`src/rtl/core/pendulum_rk4_step_assert.svh`:
```
// ----------------------------------------------------------------------------
// Assertion macros for the pendulum RK4 step block
// Shared property forms for the latency checks at the top level.
// ----------------------------------------------------------------------------
`ifndef PENDULUM_RK4_STEP_ASSERT_SVH
`define PENDULUM_RK4_STEP_ASSERT_SVH

// Check that cond holds after trig, delayed by n.
`define PRK_ASSERT_AFTER(lbl, clk, rst_n, trig, n, cond) \
  lbl: assert property (@(posedge clk) disable iff (!rst_n) (trig) |-> ##n (cond)) \
    else $error("pendulum_rk4_step: expected event missing after fixed delay");

// Check that whenever cond holds, prior held at the delay n before it.
`define PRK_ASSERT_PAST(lbl, clk, rst_n, cond, n, prior) \
  lbl: assert property (@(posedge clk) disable iff (!rst_n) (cond) |-> $past(prior, n)) \
    else $error("pendulum_rk4_step: event without matching cause");

`endif

```
`src/rtl/core/prk_pkg.sv`:
```
// ----------------------------------------------------------------------------
// prk_pkg
// Widths, constants, item type and helper functions of the RK4 pendulum step.
// ----------------------------------------------------------------------------
`timescale 1ns / 1ps
`default_nettype none

package prk_pkg;

  // Fixed point format and field widths
  localparam int FRAC_BITS = 16;
  localparam int DATA_W    = 32;
  localparam int COEF_W    = 31;
  localparam int STEP_W    = 16;
  localparam int CFG_IDX_W = 2;

  // Weighted stage sum k1 + 2*k2 + 2*k3 + k4 of 32-bit values
  localparam int SUM_W  = 35;
  // Step times stage value, step times weighted sum
  localparam int PH_W   = STEP_W + 1 + DATA_W;
  localparam int PROD_W = STEP_W + 1 + SUM_W;
  // Product divided by 2^(FRAC_BITS+1), before the divide by three
  localparam int Q_W    = PROD_W - FRAC_BITS - 1;
  // Biased dividend, padded to whole nibbles
  localparam int U_W    = 4 * ((Q_W + 4) / 4);
  localparam int NIB    = U_W / 4;
  localparam int NIB_LO = NIB / 2;
  // Wide signed width for sums ahead of saturation
  localparam int SAT_W  = 65;

  // Cycles from accepted item to result strobe
  localparam int LATENCY = 20;

  localparam logic [STEP_W-1:0] STEP_RESET = 16'd1092;

  // Bias that makes the dividend non-negative; a multiple of three
  localparam logic [U_W-1:0] DIV_BIAS = U_W'(3) << (Q_W - 2);
  // Bias divided by three, removed after the divide
  localparam logic signed [SAT_W-1:0] DIV_OFF = SAT_W'(1) << (Q_W - 2);

  localparam logic signed [SAT_W-1:0] S32_MAX_W = SAT_W'(32'sh7fffffff);
  localparam logic signed [SAT_W-1:0] S32_MIN_W = SAT_W'(32'sh80000000);

  // Configuration register indexes
  typedef enum logic [CFG_IDX_W-1:0] {
    REG_DAMPING   = 2'd0,
    REG_STIFFNESS = 2'd1,
    REG_STEP      = 2'd2
  } prk_reg_e;

  // One item on its way through the integrator stages
  typedef struct packed {
    logic signed [DATA_W-1:0] x;   // input angle
    logic signed [DATA_W-1:0] v;   // input velocity
    logic signed [DATA_W-1:0] ex;  // angle at which the next acceleration is taken
    logic signed [DATA_W-1:0] kx;  // latest angle slope (velocity at that point)
    logic signed [DATA_W-1:0] kv;  // latest velocity slope (acceleration)
    logic signed [SUM_W-1:0]  sx;  // weighted angle slopes so far
    logic signed [SUM_W-1:0]  sv;  // weighted velocity slopes so far
  } prk_item_t;

  // One radix-16 digit step of a divide by three
  typedef struct packed {
    logic [3:0] q;
    logic [1:0] r;
  } prk_div3_t;

  // Clamp a wide signed value to the signed 32-bit range
  function automatic logic signed [DATA_W-1:0] sat32(input logic signed [SAT_W-1:0] a);
    logic signed [DATA_W-1:0] res;
    if (a > S32_MAX_W) begin
      res = 32'sh7fffffff;
    end else if (a < S32_MIN_W) begin
      res = 32'sh80000000;
    end else begin
      res = a[DATA_W-1:0];
    end
    return res;
  endfunction

  // Divide {r, nib} (below 48) by three: q = (n * 43) >> 7 is exact there
  function automatic prk_div3_t div3_step(input logic [1:0] r, input logic [3:0] nib);
    logic [5:0]  n;
    logic [11:0] m;
    prk_div3_t   res;
    n     = {r, nib};
    m     = {6'd0, n} * 12'd43;
    res.q = m[10:7];
    res.r = 2'(n - ({2'b00, res.q} + {1'b0, res.q, 1'b0}));
    return res;
  endfunction

endpackage

`default_nettype wire

```
`src/rtl/core/prk_advance.sv`:
```
// ----------------------------------------------------------------------------
// prk_advance
// Two-stage step to the next evaluation point; folds the last slopes into
// the weighted sums.
// ----------------------------------------------------------------------------
`timescale 1ns / 1ps
`default_nettype none

module prk_advance import prk_pkg::*; (
  input  wire logic              clk_i,
  input  wire logic              rst_ni,
  input  wire logic [STEP_W-1:0] step_i,
  input  wire logic              half_i,    // step by h/2 instead of h
  input  wire logic              double_i,  // slopes count twice in the sums
  input  wire logic              valid_i,
  input  wire prk_item_t         item_i,
  output logic                   valid_o,
  output prk_item_t              item_o
);

  logic                    valid1_q, valid2_q;
  prk_item_t               item1_q, item2_q, item2_d;
  logic signed [PH_W-1:0]  phv_q, phx_q;

  // Advance valid bits
  always_ff @(posedge clk_i or negedge rst_ni) begin
    if (!rst_ni) begin
      valid1_q <= 1'b0;
      valid2_q <= 1'b0;
    end else begin
      valid1_q <= valid_i;
      valid2_q <= valid1_q;
    end
  end

  // Multiply both slopes by the step
  always_ff @(posedge clk_i) begin
    item1_q <= item_i;
    phv_q   <= PH_W'($signed({1'b0, step_i})) * PH_W'(item_i.kv);
    phx_q   <= PH_W'($signed({1'b0, step_i})) * PH_W'(item_i.kx);
  end

  // Move to the next point and accumulate the weighted slopes
  always_comb begin
    logic signed [PH_W-1:0]  shv, shx;
    logic signed [SUM_W-1:0] wx, wv;
    shv = half_i ? (phv_q >>> (FRAC_BITS + 1)) : (phv_q >>> FRAC_BITS);
    shx = half_i ? (phx_q >>> (FRAC_BITS + 1)) : (phx_q >>> FRAC_BITS);
    wx  = double_i ? (SUM_W'(item1_q.kx) <<< 1) : SUM_W'(item1_q.kx);
    wv  = double_i ? (SUM_W'(item1_q.kv) <<< 1) : SUM_W'(item1_q.kv);
    item2_d    = item1_q;
    item2_d.sx = item1_q.sx + wx;
    item2_d.sv = item1_q.sv + wv;
    item2_d.kx = sat32(SAT_W'(item1_q.v) + SAT_W'(shv));
    item2_d.ex = sat32(SAT_W'(item1_q.x) + SAT_W'(shx));
  end

  always_ff @(posedge clk_i) begin
    item2_q <= item2_d;
  end

  assign valid_o = valid2_q;
  assign item_o  = item2_q;

endmodule

`default_nettype wire

```
`config.mk`:
```
export PLATFORM = sky130hd
export DESIGN_NAME = prk_advance
export DESIGN_NICKNAME = d
export VERILOG_FILES = /design/src/rtl/core/pendulum_rk4_step_assert.svh /design/src/rtl/core/prk_pkg.sv /design/src/rtl/core/prk_advance.sv
export SDC_FILE = /design/constraint.sdc
export NUM_CORES = 2
export LEC_CHECK = 0
export ABC_CLOCK_PERIOD_IN_PS = 4100
export BUFFER_PORTS_ARGS = -buffer_cell sky130_fd_sc_hd__buf_2
export CAP_MARGIN = 20
export CELL_PAD_IN_SITES_DETAIL_PLACEMENT = 0
export CELL_PAD_IN_SITES_GLOBAL_PLACEMENT = 1
export CORE_ASPECT_RATIO = 1.2
export CORE_UTILIZATION = 40
export DETAILED_ROUTE_END_ITERATION = 10
export PLACE_DENSITY_LB_ADDON = 0.05
export SLEW_MARGIN = 20
export SYNTH_ARGS = -nofsm -noshare
export SYNTH_HDL_FRONTEND = slang
export SYNTH_SLANG_ARGS = --single-unit
```
`constraint.sdc`:
```
create_clock -name clk_i -period 4.1 [get_ports clk_i]
set_input_delay 0.41 -clock clk_i [delete_from_list [all_inputs] [get_ports clk_i]]
set_output_delay 0.41 -clock clk_i [all_outputs]
set_load 0.1 [all_outputs]
```
==> impl_results.md <==
- R2R setup slack: just over 0.3 ns
- Hold Fails Final Rpt: 0
- Netlist Area Pre-Place: about 53,000 sq um
- Routed WL: between 100,000 and 150,000 um
- CTS tree: yes
- Synth Area in XOR/XNOR: approximately 3.2%
- Die ar.: around 130,000 sq um
- Synth Area in Adders: a little under half
- Total GRT Usage: between 20% and 30%
- Setup violations, final: 66
- Period utilisation layout: 142%
- WL/cell: roughly 17 um
- Crit path capture type: flop
- First-pass GRT wire length: ~240,000 um
- Critical path class: input pin to flop
- Main combinational cell family by area after synthesis: adder cells
- Syn avg cell area: around 9.6 sq um
- Final critical-path required period: a little under 6 ns
- Root Driver: clkbuf_16
- TNS Setup: -89.55 ns
- Max-slew headroom: 61.5%
- Fmax: about 170 MHz
- Synth Register Bits: just under 500
- Outcome: complete, but fails checks
- Pre-CTS setup slack: -2.55 ns
- Vias in the first global route: 43,500
- Fraction of registers with async set/reset: 0.403%
- Slew Viols, Final: 0
- Detailed placement HPWL: 121,000 um
- Gr ovfl total: 0
- Synth Flop Type: dfxtp_1
- Distinct cell type count after synthesis: 70
- NumNets Final: between 8,000 and 9,000
- Layout area overhead: 28.0%
- Antenna violations before repair: 17
- Maximum net fanout on the critical path: 8
- Clock Sinks: 496
- FP Rows: around 150
- Final Util: between 50% and 60%
- # IOs: 482
- Clock Tree Buf Depth: 3
- Final worst clock skew: 0.0185 ns
- Antenna viol nets, final: 0
- Post-synthesis mux area share: 2.67%
- FILL cells: roughly 12,000
- Pre-antenna DRT Iters: 5
- TritonCTS buffer count: between 50 and 60
- Core footprint: ~130,000 sq um
- Path type of the worst min-delay path: input pin to flop
- Die Width: 334 um
- Violated checks: setup timing
- Clock network latency to the later pin of the worst-skew pair: 0.65 ns
- Layout cells sized above 1: 24.6%
- Post-synth EDFFs: 0
- DRT iter0 DRCs: 1,306
- Port Buf Inserts: 449
- H-tree Lvls: 2
- Via/cell ratio: 4.65
- Routability cong.: about 0.85
- Simple-Gate Fraction of Synth Area: 12.7%
- Worst-Margin Slew: 0.576 ns
- Maxcap violations: 0
- CP Data Required Time: ~4.6 ns
- Die Y: between 400 and 500 um
- Syn_nets: 7,114
- Clock slew at reported path FFs: about 0.07 ns
- Starting density of the core: roughly 41%
- Cell count after synthesis: around 5,500
- Compound-cell area share of the yosys netlist: just over 7%
- CP arrival: ~6.4 ns
- Critical Path Start Type: input pin
- RSZ-0062 raised after global routing: true
- YS warnings: 0
- Vias: approximately 39,000
- # DRC: 0
- PnR worst setup slack: -1.72 ns
- Largest net degree at the start of global routing: 32
- Post-synthesis sequential area ratio: between 10% and 20%
==> kinds of logic after synthesis <==
logic type	count (synthesis)
muxes	126
adders and majority gates	1342
and+or+nand+nor	1376
buffers and inverters	1388
xor gates and xnor gates	194
AOI/OAI and AO/OA	599
DFF	496
==> synthesized netlist by cell type, types with 3 or more instances <==
library cell  number  share of area [%]
inv_1           1172                8.3
fa_1             978                 37
nand2_1          633                4.5
dfxtp_1          494                 19
and2_1           463                5.5
ha_1             364                8.6
clkbuf_1         203                1.4
a21oi_1          182                1.7
a21o_1           141                2.0
xnor2_1          128                2.1
mux2_2           124                2.6
o21ai_0          112                1.1
nor2_1            97               0.69
xor2_1            66                1.1
nand3_1           36               0.34
nor3_1            32               0.30
and3_1            27               0.32
nor2b_1           26               0.31
o21a_1            25               0.35
o21bai_1          25               0.35
nand4_1           24               0.28
a31oi_1           16               0.19
a211oi_1          15               0.21
nand2b_1          15               0.18
buf_2              9              0.085
o31ai_1            9               0.13
and4_1             8               0.13
a211o_1            7               0.12
a31o_2             7               0.12
o21ai_1            5              0.047
o31a_1             5              0.083
or3_1              5              0.059
o211ai_1           4              0.057
o22ai_1            4              0.047
or2_2              4              0.047
a2111o_1           3              0.064
a221o_1            3              0.057
a221oi_1           3              0.050
a2bb2oi_1          3              0.050
==> flip-flops by register name, indices dropped and copies added (netlist names) <==
| register | cells |
|---|---|
| item1_q | 198 |
| item_o | 230 |
| phv_q | 33 |
| phx_q | 33 |
| valid1_q | 1 |
| valid_o | 1 |
==> what timing repair did <==
item | in CTS | in global routing
gates cloned | 13 | 4
endpoints found under the setup margin | 66 | 67
hold endpoints to repair | 141 | 0
pin swaps | 76 | 104
gates resized for setup | 148 | 202
hold buffers | 140 | 0
buffers inserted | 27 | 42
==> critical path, cell delays in order <==
cell and delay (ns):
buf_2 0.26, buf_4 0.22, and2_1 0.15, fa_1 0.45, fa_1 0.56, fa_1 0.44, fa_1 0.54, fa_1 0.50
inv_1 0.05, fa_1 0.49, inv_2 0.04, ha_4 0.21, a21o_1 0.15, a21o_1 0.18, a21o_1 0.18, a21o_1 0.18
a21oi_2 0.15, a2bb2oi_2 0.20, o21ai_4 0.12, a211oi_4 0.31, nor2_1 0.10, a221o_1 0.33, xor2_1 0.14
==> area by class of cell <==
cell class	count	area, sq um	area share [%]
tap	1764	2210	3.25
multi-input combinational	3637	39100	57.6
antenna	4	10.0	0.0148
clock inverter	34	459	0.677
timing repair buffer	1288	10300	15.1
inverter	1172	4400	6.49
sequential	496	9940	14.7
clock buffer	67	1470	2.17
==> per-layer routing <==
metal  GRT usage [%]  wire length, um
met5               0              121
met4            4.25             2870
met3            3.13             6290
met2            37.4            68200
met1            31.2            69000
==> placed cells by master, fill, tap and decap left out, types with 65 or more instances in the layout <==
cell and count:
dfxtp_1 494, fa_1 947, a21o_1 140, inv_1 1136, nand2_1 617, buf_2 427, nor2_1 76, buf_4 577
o21ai_0 92, buf_6 65, xnor2_1 118, mux2_2 124, dlygate4sd3_1 140, and2_1 431, a21oi_1 157, ha_1 336
==> path summary, 6_finish.rpt <==
check / from / to / cells past startpoint
max: item_i[85] / phv_q[43]$_DFF_P_ / 23
min: item_i[108] / item1_q[108]$_DFF_P_ / 2
max reg2reg: phx_q[17]$_DFF_P_ / item_o[142]$_SDFF_PN1_ / 15
min reg2reg: item1_q[223]$_DFF_P_ / item_o[223]$_DFF_P_ / 0
max in group asynchronous: rst_ni / valid_o$_DFF_PN0_ / 2
min in group asynchronous: rst_ni / valid1_q$_DFF_PN0_ / 2
==> metrics by stage <==
step	cells	cell area [sq um]	hold slack (ns)
after CTS	8430	66800	0.0103
after global placement	8149	62300	0.215
after detailed placement	8149	62300	0.216
after floorplan	5521	53800	0.114
after global routing	8460	67800	0.0207
final	8462	67800	0.0470
Power is left out: the tool's default activity adds up to more than one toggle a clock period on the data nets, which glitch-free logic cannot reach.
