==> src/rtl/core/pendulum_rk4_step_assert.svh <==
// ----------------------------------------------------------------------------
// Assertion macros for the pendulum RK4 step block
// Shared property forms for the latency checks at the top level.
// ----------------------------------------------------------------------------
`ifndef PENDULUM_RK4_STEP_ASSERT_SVH
`define PENDULUM_RK4_STEP_ASSERT_SVH

// Check that cond holds after trig, delayed by n.
`define PRK_ASSERT_AFTER(lbl, clk, rst_n, trig, n, cond) \
  lbl: assert property (@(posedge clk) disable iff (!rst_n) (trig) |-> ##n (cond)) \
    else $error("pendulum_rk4_step: expected event missing after fixed delay");

// Check that whenever cond holds, prior held at the delay n before it.
`define PRK_ASSERT_PAST(lbl, clk, rst_n, cond, n, prior) \
  lbl: assert property (@(posedge clk) disable iff (!rst_n) (cond) |-> $past(prior, n)) \
    else $error("pendulum_rk4_step: event without matching cause");

`endif

==> src/rtl/core/prk_pkg.sv <==
// ----------------------------------------------------------------------------
// prk_pkg
// Widths, constants, item type and helper functions of the RK4 pendulum step.
// ----------------------------------------------------------------------------
`timescale 1ns / 1ps
`default_nettype none

package prk_pkg;

  // Fixed point format and field widths
  localparam int FRAC_BITS = 16;
  localparam int DATA_W    = 32;
  localparam int COEF_W    = 31;
  localparam int STEP_W    = 16;
  localparam int CFG_IDX_W = 2;

  // Weighted stage sum k1 + 2*k2 + 2*k3 + k4 of 32-bit values
  localparam int SUM_W  = 35;
  // Step times stage value, step times weighted sum
  localparam int PH_W   = STEP_W + 1 + DATA_W;
  localparam int PROD_W = STEP_W + 1 + SUM_W;
  // Product divided by 2^(FRAC_BITS+1), before the divide by three
  localparam int Q_W    = PROD_W - FRAC_BITS - 1;
  // Biased dividend, padded to whole nibbles
  localparam int U_W    = 4 * ((Q_W + 4) / 4);
  localparam int NIB    = U_W / 4;
  localparam int NIB_LO = NIB / 2;
  // Wide signed width for sums ahead of saturation
  localparam int SAT_W  = 65;

  // Cycles from accepted item to result strobe
  localparam int LATENCY = 20;

  localparam logic [STEP_W-1:0] STEP_RESET = 16'd1092;

  // Bias that makes the dividend non-negative; a multiple of three
  localparam logic [U_W-1:0] DIV_BIAS = U_W'(3) << (Q_W - 2);
  // Bias divided by three, removed after the divide
  localparam logic signed [SAT_W-1:0] DIV_OFF = SAT_W'(1) << (Q_W - 2);

  localparam logic signed [SAT_W-1:0] S32_MAX_W = SAT_W'(32'sh7fffffff);
  localparam logic signed [SAT_W-1:0] S32_MIN_W = SAT_W'(32'sh80000000);

  // Configuration register indexes
  typedef enum logic [CFG_IDX_W-1:0] {
    REG_DAMPING   = 2'd0,
    REG_STIFFNESS = 2'd1,
    REG_STEP      = 2'd2
  } prk_reg_e;

  // One item on its way through the integrator stages
  typedef struct packed {
    logic signed [DATA_W-1:0] x;   // input angle
    logic signed [DATA_W-1:0] v;   // input velocity
    logic signed [DATA_W-1:0] ex;  // angle at which the next acceleration is taken
    logic signed [DATA_W-1:0] kx;  // latest angle slope (velocity at that point)
    logic signed [DATA_W-1:0] kv;  // latest velocity slope (acceleration)
    logic signed [SUM_W-1:0]  sx;  // weighted angle slopes so far
    logic signed [SUM_W-1:0]  sv;  // weighted velocity slopes so far
  } prk_item_t;

  // One radix-16 digit step of a divide by three
  typedef struct packed {
    logic [3:0] q;
    logic [1:0] r;
  } prk_div3_t;

  // Clamp a wide signed value to the signed 32-bit range
  function automatic logic signed [DATA_W-1:0] sat32(input logic signed [SAT_W-1:0] a);
    logic signed [DATA_W-1:0] res;
    if (a > S32_MAX_W) begin
      res = 32'sh7fffffff;
    end else if (a < S32_MIN_W) begin
      res = 32'sh80000000;
    end else begin
      res = a[DATA_W-1:0];
    end
    return res;
  endfunction

  // Divide {r, nib} (below 48) by three: q = (n * 43) >> 7 is exact there
  function automatic prk_div3_t div3_step(input logic [1:0] r, input logic [3:0] nib);
    logic [5:0]  n;
    logic [11:0] m;
    prk_div3_t   res;
    n     = {r, nib};
    m     = {6'd0, n} * 12'd43;
    res.q = m[10:7];
    res.r = 2'(n - ({2'b00, res.q} + {1'b0, res.q, 1'b0}));
    return res;
  endfunction

endpackage

`default_nettype wire

==> src/rtl/core/prk_finish.sv <==
// ----------------------------------------------------------------------------
// prk_finish
// Six-stage output path: x + floor(h * sum / (6 * 2^FRAC_BITS)), clamped,
// for angle (lane 0) and velocity (lane 1).
// ----------------------------------------------------------------------------
`timescale 1ns / 1ps
`default_nettype none

module prk_finish import prk_pkg::*; (
  input  wire logic              clk_i,
  input  wire logic              rst_ni,
  input  wire logic [STEP_W-1:0] step_i,
  input  wire logic              valid_i,
  input  wire prk_item_t         item_i,
  output logic                   valid_o,
  output logic [DATA_W-1:0]      angle_o,
  output logic [DATA_W-1:0]      velocity_o
);

  localparam int NSTG = 6;

  logic [NSTG-1:0] valid_q;

  // Base values carried to the final add, one entry per stage before it
  logic signed [DATA_W-1:0] base_q [NSTG-1][2];

  logic signed [SUM_W-1:0]  sum_q  [2];
  logic signed [PROD_W-1:0] prod_q [2];
  logic [U_W-1:0]           u_q    [2];
  logic [U_W-1:0]           qh_q   [2];
  logic [1:0]               rh_q   [2];
  logic [U_W-1:0]           quo_q  [2];
  logic [U_W-1:0]           qh_d   [2];
  logic [1:0]               rh_d   [2];
  logic [U_W-1:0]           quo_d  [2];
  logic signed [DATA_W-1:0] res_q  [2];

  // Advance valid bits
  always_ff @(posedge clk_i or negedge rst_ni) begin
    if (!rst_ni) begin
      valid_q <= '0;
    end else begin
      valid_q <= {valid_q[NSTG-2:0], valid_i};
    end
  end

  // Carry the base values down the pipe
  always_ff @(posedge clk_i) begin
    base_q[0][0] <= item_i.x;
    base_q[0][1] <= item_i.v;
    for (int s = 1; s < NSTG - 1; s++) begin
      base_q[s] <= base_q[s-1];
    end
  end

  // Close the weighted sums, multiply by the step, bias the dividend
  always_ff @(posedge clk_i) begin
    sum_q[0] <= item_i.sx + SUM_W'(item_i.kx);
    sum_q[1] <= item_i.sv + SUM_W'(item_i.kv);
    for (int l = 0; l < 2; l++) begin
      prod_q[l] <= PROD_W'($signed({1'b0, step_i})) * PROD_W'(sum_q[l]);
      u_q[l]    <= U_W'(Q_W'(prod_q[l] >>> (FRAC_BITS + 1))) + DIV_BIAS;
    end
  end

  // Divide by three, upper digits
  always_comb begin
    prk_div3_t st;
    logic [1:0] rem;
    for (int l = 0; l < 2; l++) begin
      rem     = 2'd0;
      qh_d[l] = u_q[l];
      for (int d = NIB - 1; d >= NIB_LO; d--) begin
        st               = div3_step(rem, u_q[l][4*d +: 4]);
        qh_d[l][4*d +: 4] = st.q;
        rem              = st.r;
      end
      rh_d[l] = rem;
    end
  end

  always_ff @(posedge clk_i) begin
    qh_q <= qh_d;
    rh_q <= rh_d;
  end

  // Divide by three, lower digits
  always_comb begin
    prk_div3_t st;
    logic [1:0] rem;
    for (int l = 0; l < 2; l++) begin
      rem      = rh_q[l];
      quo_d[l] = qh_q[l];
      for (int d = NIB_LO - 1; d >= 0; d--) begin
        st                 = div3_step(rem, qh_q[l][4*d +: 4]);
        quo_d[l][4*d +: 4] = st.q;
        rem                = st.r;
      end
    end
  end

  always_ff @(posedge clk_i) begin
    quo_q <= quo_d;
  end

  // Remove the bias, add to the base value and clamp
  always_ff @(posedge clk_i) begin
    for (int l = 0; l < 2; l++) begin
      res_q[l] <= sat32(SAT_W'(base_q[NSTG-2][l]) + SAT_W'($signed({1'b0, quo_q[l]}))
                        - DIV_OFF);
    end
  end

  assign valid_o    = valid_q[NSTG-1];
  assign angle_o    = res_q[0];
  assign velocity_o = res_q[1];

endmodule

`default_nettype wire

==> config.mk <==
export PLATFORM = sky130hd
export DESIGN_NAME = prk_finish
export DESIGN_NICKNAME = d
export VERILOG_FILES = /design/src/rtl/core/pendulum_rk4_step_assert.svh /design/src/rtl/core/prk_pkg.sv /design/src/rtl/core/prk_finish.sv
export SDC_FILE = /design/constraint.sdc
export NUM_CORES = 2
export LEC_CHECK = 0
export BUFFER_PORTS_ARGS = -buffer_cell sky130_fd_sc_hd__buf_4
export CORE_MARGIN = 3
export CORE_UTILIZATION = 35
export DETAILED_ROUTE_END_ITERATION = 12
export GPL_ROUTABILITY_DRIVEN = 0
export GPL_TIMING_DRIVEN = 0
export HOLD_SLACK_MARGIN = 0.06
export MAX_ROUTING_LAYER = met4
export PLACE_DENSITY = 0.51
export SYNTH_ARGS = -nofsm -noshare
export SYNTH_HDL_FRONTEND = slang
export SYNTH_SLANG_ARGS = --single-unit
export TNS_END_PERCENT = 50
==> constraint.sdc <==
create_clock -name clk_i -period 20 [get_ports clk_i]
set_input_delay 3 -clock clk_i [delete_from_list [all_inputs] [get_ports clk_i]]
set_output_delay 3 -clock clk_i [all_outputs]
set_load 0.05 [all_outputs]
==> results.md <==
* RR Endpoint: rh_q[1]
* Synth Area in XOR/XNOR at 0.0422
* Register area share after synthesis at 0.211
* Post-Synth Simple-Gate Area at 0.122
* Post-Synthesis Cells at 7305
* Compound-Gate Fraction of Synth Area at 0.0702
* Status: completed
* Share of post-route cells with drive strength above 1 at 0.0613
* Synth Cell Area at ~71000 µm²
* GRT overflow at 0
* Layout Area Growth over Synthesis at 11.6%
* Worst-path clk slew at 0.06 ns
* Drt via density at 4.70
* Largest net degree at the start of global routing at 16
* Finish-stage setup viols at 0
* Post-synth EDFFs at 0
* Port bufs at 265
* Final wirelength at 185000 µm
* Clock Sinks at 746
* Avg Inst Size Synth at slightly below 10 µm²
* Cts bufs inserted at 85
* Reg-to-reg setup timing slack at 3.96 ns
* Place WS at 3.81 ns
* Clock buffer depth at 3
* Worst path slowest cell: xnor2_1
* All-layer global routing usage at 0.185
* Crit Path Max Fanout at 6
* Clk_lat worst skew at 0.70 ns
* Worst Max-Slew Pin Slew at approximately 1.4 ns
* CP Launch Type: register
* Main synth FF type: dfxtp_1
* Placeable Area at 201000 µm²
* Routed len/inst at 17.8 µm
* WHS Path Cells at 0
* Worst clock skew at approximately 0.041 ns
* Hold buffer count at CTS at 0
* Most used cell, CP: ha_1
* Flops & latches, synth at around 750
* CP Capture Type: register
* Post-route setup slack at about 4.0 ns
* Slowest stage delay, CP at approximately 0.48 ns
* Chip Height at about 460 µm
* RSZ-0062 raised after global routing: false
* Final worst-path cycle share at 0.802
* DR iter-0 viols at between 2000 and 2500
* Initial Util at 0.354
* Final Hold Viols at 0
* Yosys cell types at 81
* CTS HTree Levels at 3
* F_max at 62.3 MHz
* Placement row count at 164
* Main combinational cell family by area after synthesis: adder cells
* CTS tree: built
* Antenna viol nets, final at 0
* Mux cell area share after synthesis at 0.00106
* Post-CTS sizing at 0
* Die area at 208000 µm²
* R2R Path Start: u_q[0][69]
* Dpl hpwl at approximately 150000 µm
* Syn Nets at 9512
* YS warnings at 0
* Slew headroom at 0.0746
* Via count at 48794
* Crit path DAT at 16.68 ns
* Tmin final at 16.04 ns
* Vias in the first global route at 51758
* I/O pins at 314
* CTS root buf: clkbuf_16
* FF-to-FF path depth at 68
* Layout Nets at around 10000
* Maxcap violations at 0
* Worst Setup Path Type: register to register
* Hold_sp: base_q[0][237]
* First-pass DRT Iterations at 6
* Fin. max-slew vios at 0
* DRC at 0
* Crit path required time at ~21 ns
* TNS Setup at 0 ns
* Worst hold endpoint: base_q[0][301]
* Antenna violations before repair at 9
* Die width at 456 µm
* Async S/R FF share, synth at 0.00804
* Adder-cell share of the synthesized area at 0.465
* Min-delay worst type: register to register
* Post-CTS Setup Inserts at 0
* First-pass GRT wire length at 294000 µm
sequential cells by signal, summed over array words and instances, names as in the netlist:
signal and flops:
base_q 320, u_q 72, prod_q 70, qh_q 70, quo_q 70, sum_q 70
res_q 64, valid_q 6, rh_q 4
per-stage QoR:
stage,utilization,hold WS [ns],std cells,area [µm²]
4_1_cts,0.395,0.279,10384,79200
3_5_place_dp,0.380,0.312,10226,76300
2_1_floorplan,-,0.310,7305,71000
3_3_place_gp,0.380,0.310,10226,76300
5_1_grt,0.395,0.307,10385,79200
6_report,0.395,0.290,10388,79200
final cells by class:
class / count / area (µm²)
tap: 2656 / 3320
timing repair buffer: 265 / 1990
clock buffer: 109 / 2380
inverter: 1443 / 5420
fill: 19957 / 121000
sequential: 746 / 15000
multi-input combinational: 4881 / 49700
buffer: 235 / 908
antenna: 4 / 10.0
clock inverter: 49 / 531
worst max-delay path by stage:
stage / start / to / slack [ns] / cells past startpoint
detailed placement: u_q[0][69] / rh_q[1] / 3.81 / 68
finish: u_q[0][69] / rh_q[1] / 3.96 / 68
CTS: u_q[0][69] / rh_q[1] / 3.71 / 68
global route: u_q[0][69] / rh_q[1] / 2.71 / 68
floorplan: u_q[0][69] / rh_q[1] / 5.29 / 68
global placement: u_q[0][69] / rh_q[1] / 3.97 / 68
routing by layer:
metal  part of all wire  up-vias  global-route usage
li1                   -    23269                   -
met1               0.46    24078               0.247
met2               0.45     1207               0.292
met3              0.060      240              0.0325
met4              0.027        0              0.0482
met5                  0        -                   -
worst max-delay path: cells and delay by family, from the launching register on:
family                     cells  cell delay (ns)
AOI/OAI and AO/OA             14             2.86
DFF                            1             0.46
buffers and inverters          7             0.54
and+or+nand+nor                6             1.01
xor gates and xnor gates      16             3.52
adders and majority gates     25             7.57
placed cells by master, fill, tap and decap left out, drive strengths merged, types with 27 or more instances in the layout:
master / count
inv: 1456
fa: 1130
ha: 828
nand2: 803
dfxtp: 740
and2: 445
clkbuf: 335
buf: 274
a21oi: 257
xnor2: 249
nor2: 240
o21ai: 140
a21o: 120
xor2: 92
nor3: 68
o21a: 57
nand3: 48
nor2b: 42
and3: 39
nand4: 35
nand2b: 27
kinds of logic after synthesis:
kind of cell	after synthesis
adders and majority gates	1958
buffers and inverters	1678
muxes	7
and+or+nand+nor	1810
AOI/OAI and AO/OA	765
xor gates and xnor gates	341
DFF	746
synthesized netlist by cell type (6+ instances only):
library cell | number | area [µm²]
a211o_1 | 13 | 114
a211oi_1 | 20 | 150
a21o_1 | 120 | 901
a21oi_1 | 237 | 1190
a21oi_2 | 20 | 175
a311oi_1 | 6 | 52.6
a31o_2 | 16 | 140
a31oi_1 | 24 | 150
a41oi_1 | 6 | 52.6
and2_1 | 443 | 2770
and3_1 | 39 | 244
and4_1 | 13 | 114
clkbuf_1 | 226 | 848
dfrtp_1 | 6 | 150
dfxtp_1 | 740 | 14800
fa_1 | 1130 | 22600
ha_1 | 828 | 10400
inv_1 | 1442 | 5410
nand2_1 | 803 | 3010
nand2b_1 | 27 | 169
nand3_1 | 48 | 240
nand3b_1 | 8 | 60.1
nand4_1 | 35 | 219
nor2_1 | 240 | 901
nor2b_1 | 42 | 263
nor3_1 | 68 | 340
nor4_1 | 7 | 43.8
o211ai_1 | 16 | 120
o21a_1 | 57 | 428
o21ai_0 | 130 | 651
o21ai_1 | 10 | 50.1
o21bai_1 | 24 | 180
o31ai_1 | 7 | 52.6
o41ai_1 | 8 | 70.1
or3_1 | 12 | 75.1
xnor2_1 | 249 | 2180
xor2_1 | 91 | 797
Power is left out: the tool's default activity adds up to more than one toggle a clock period on the data nets, which glitch-free logic cannot reach.
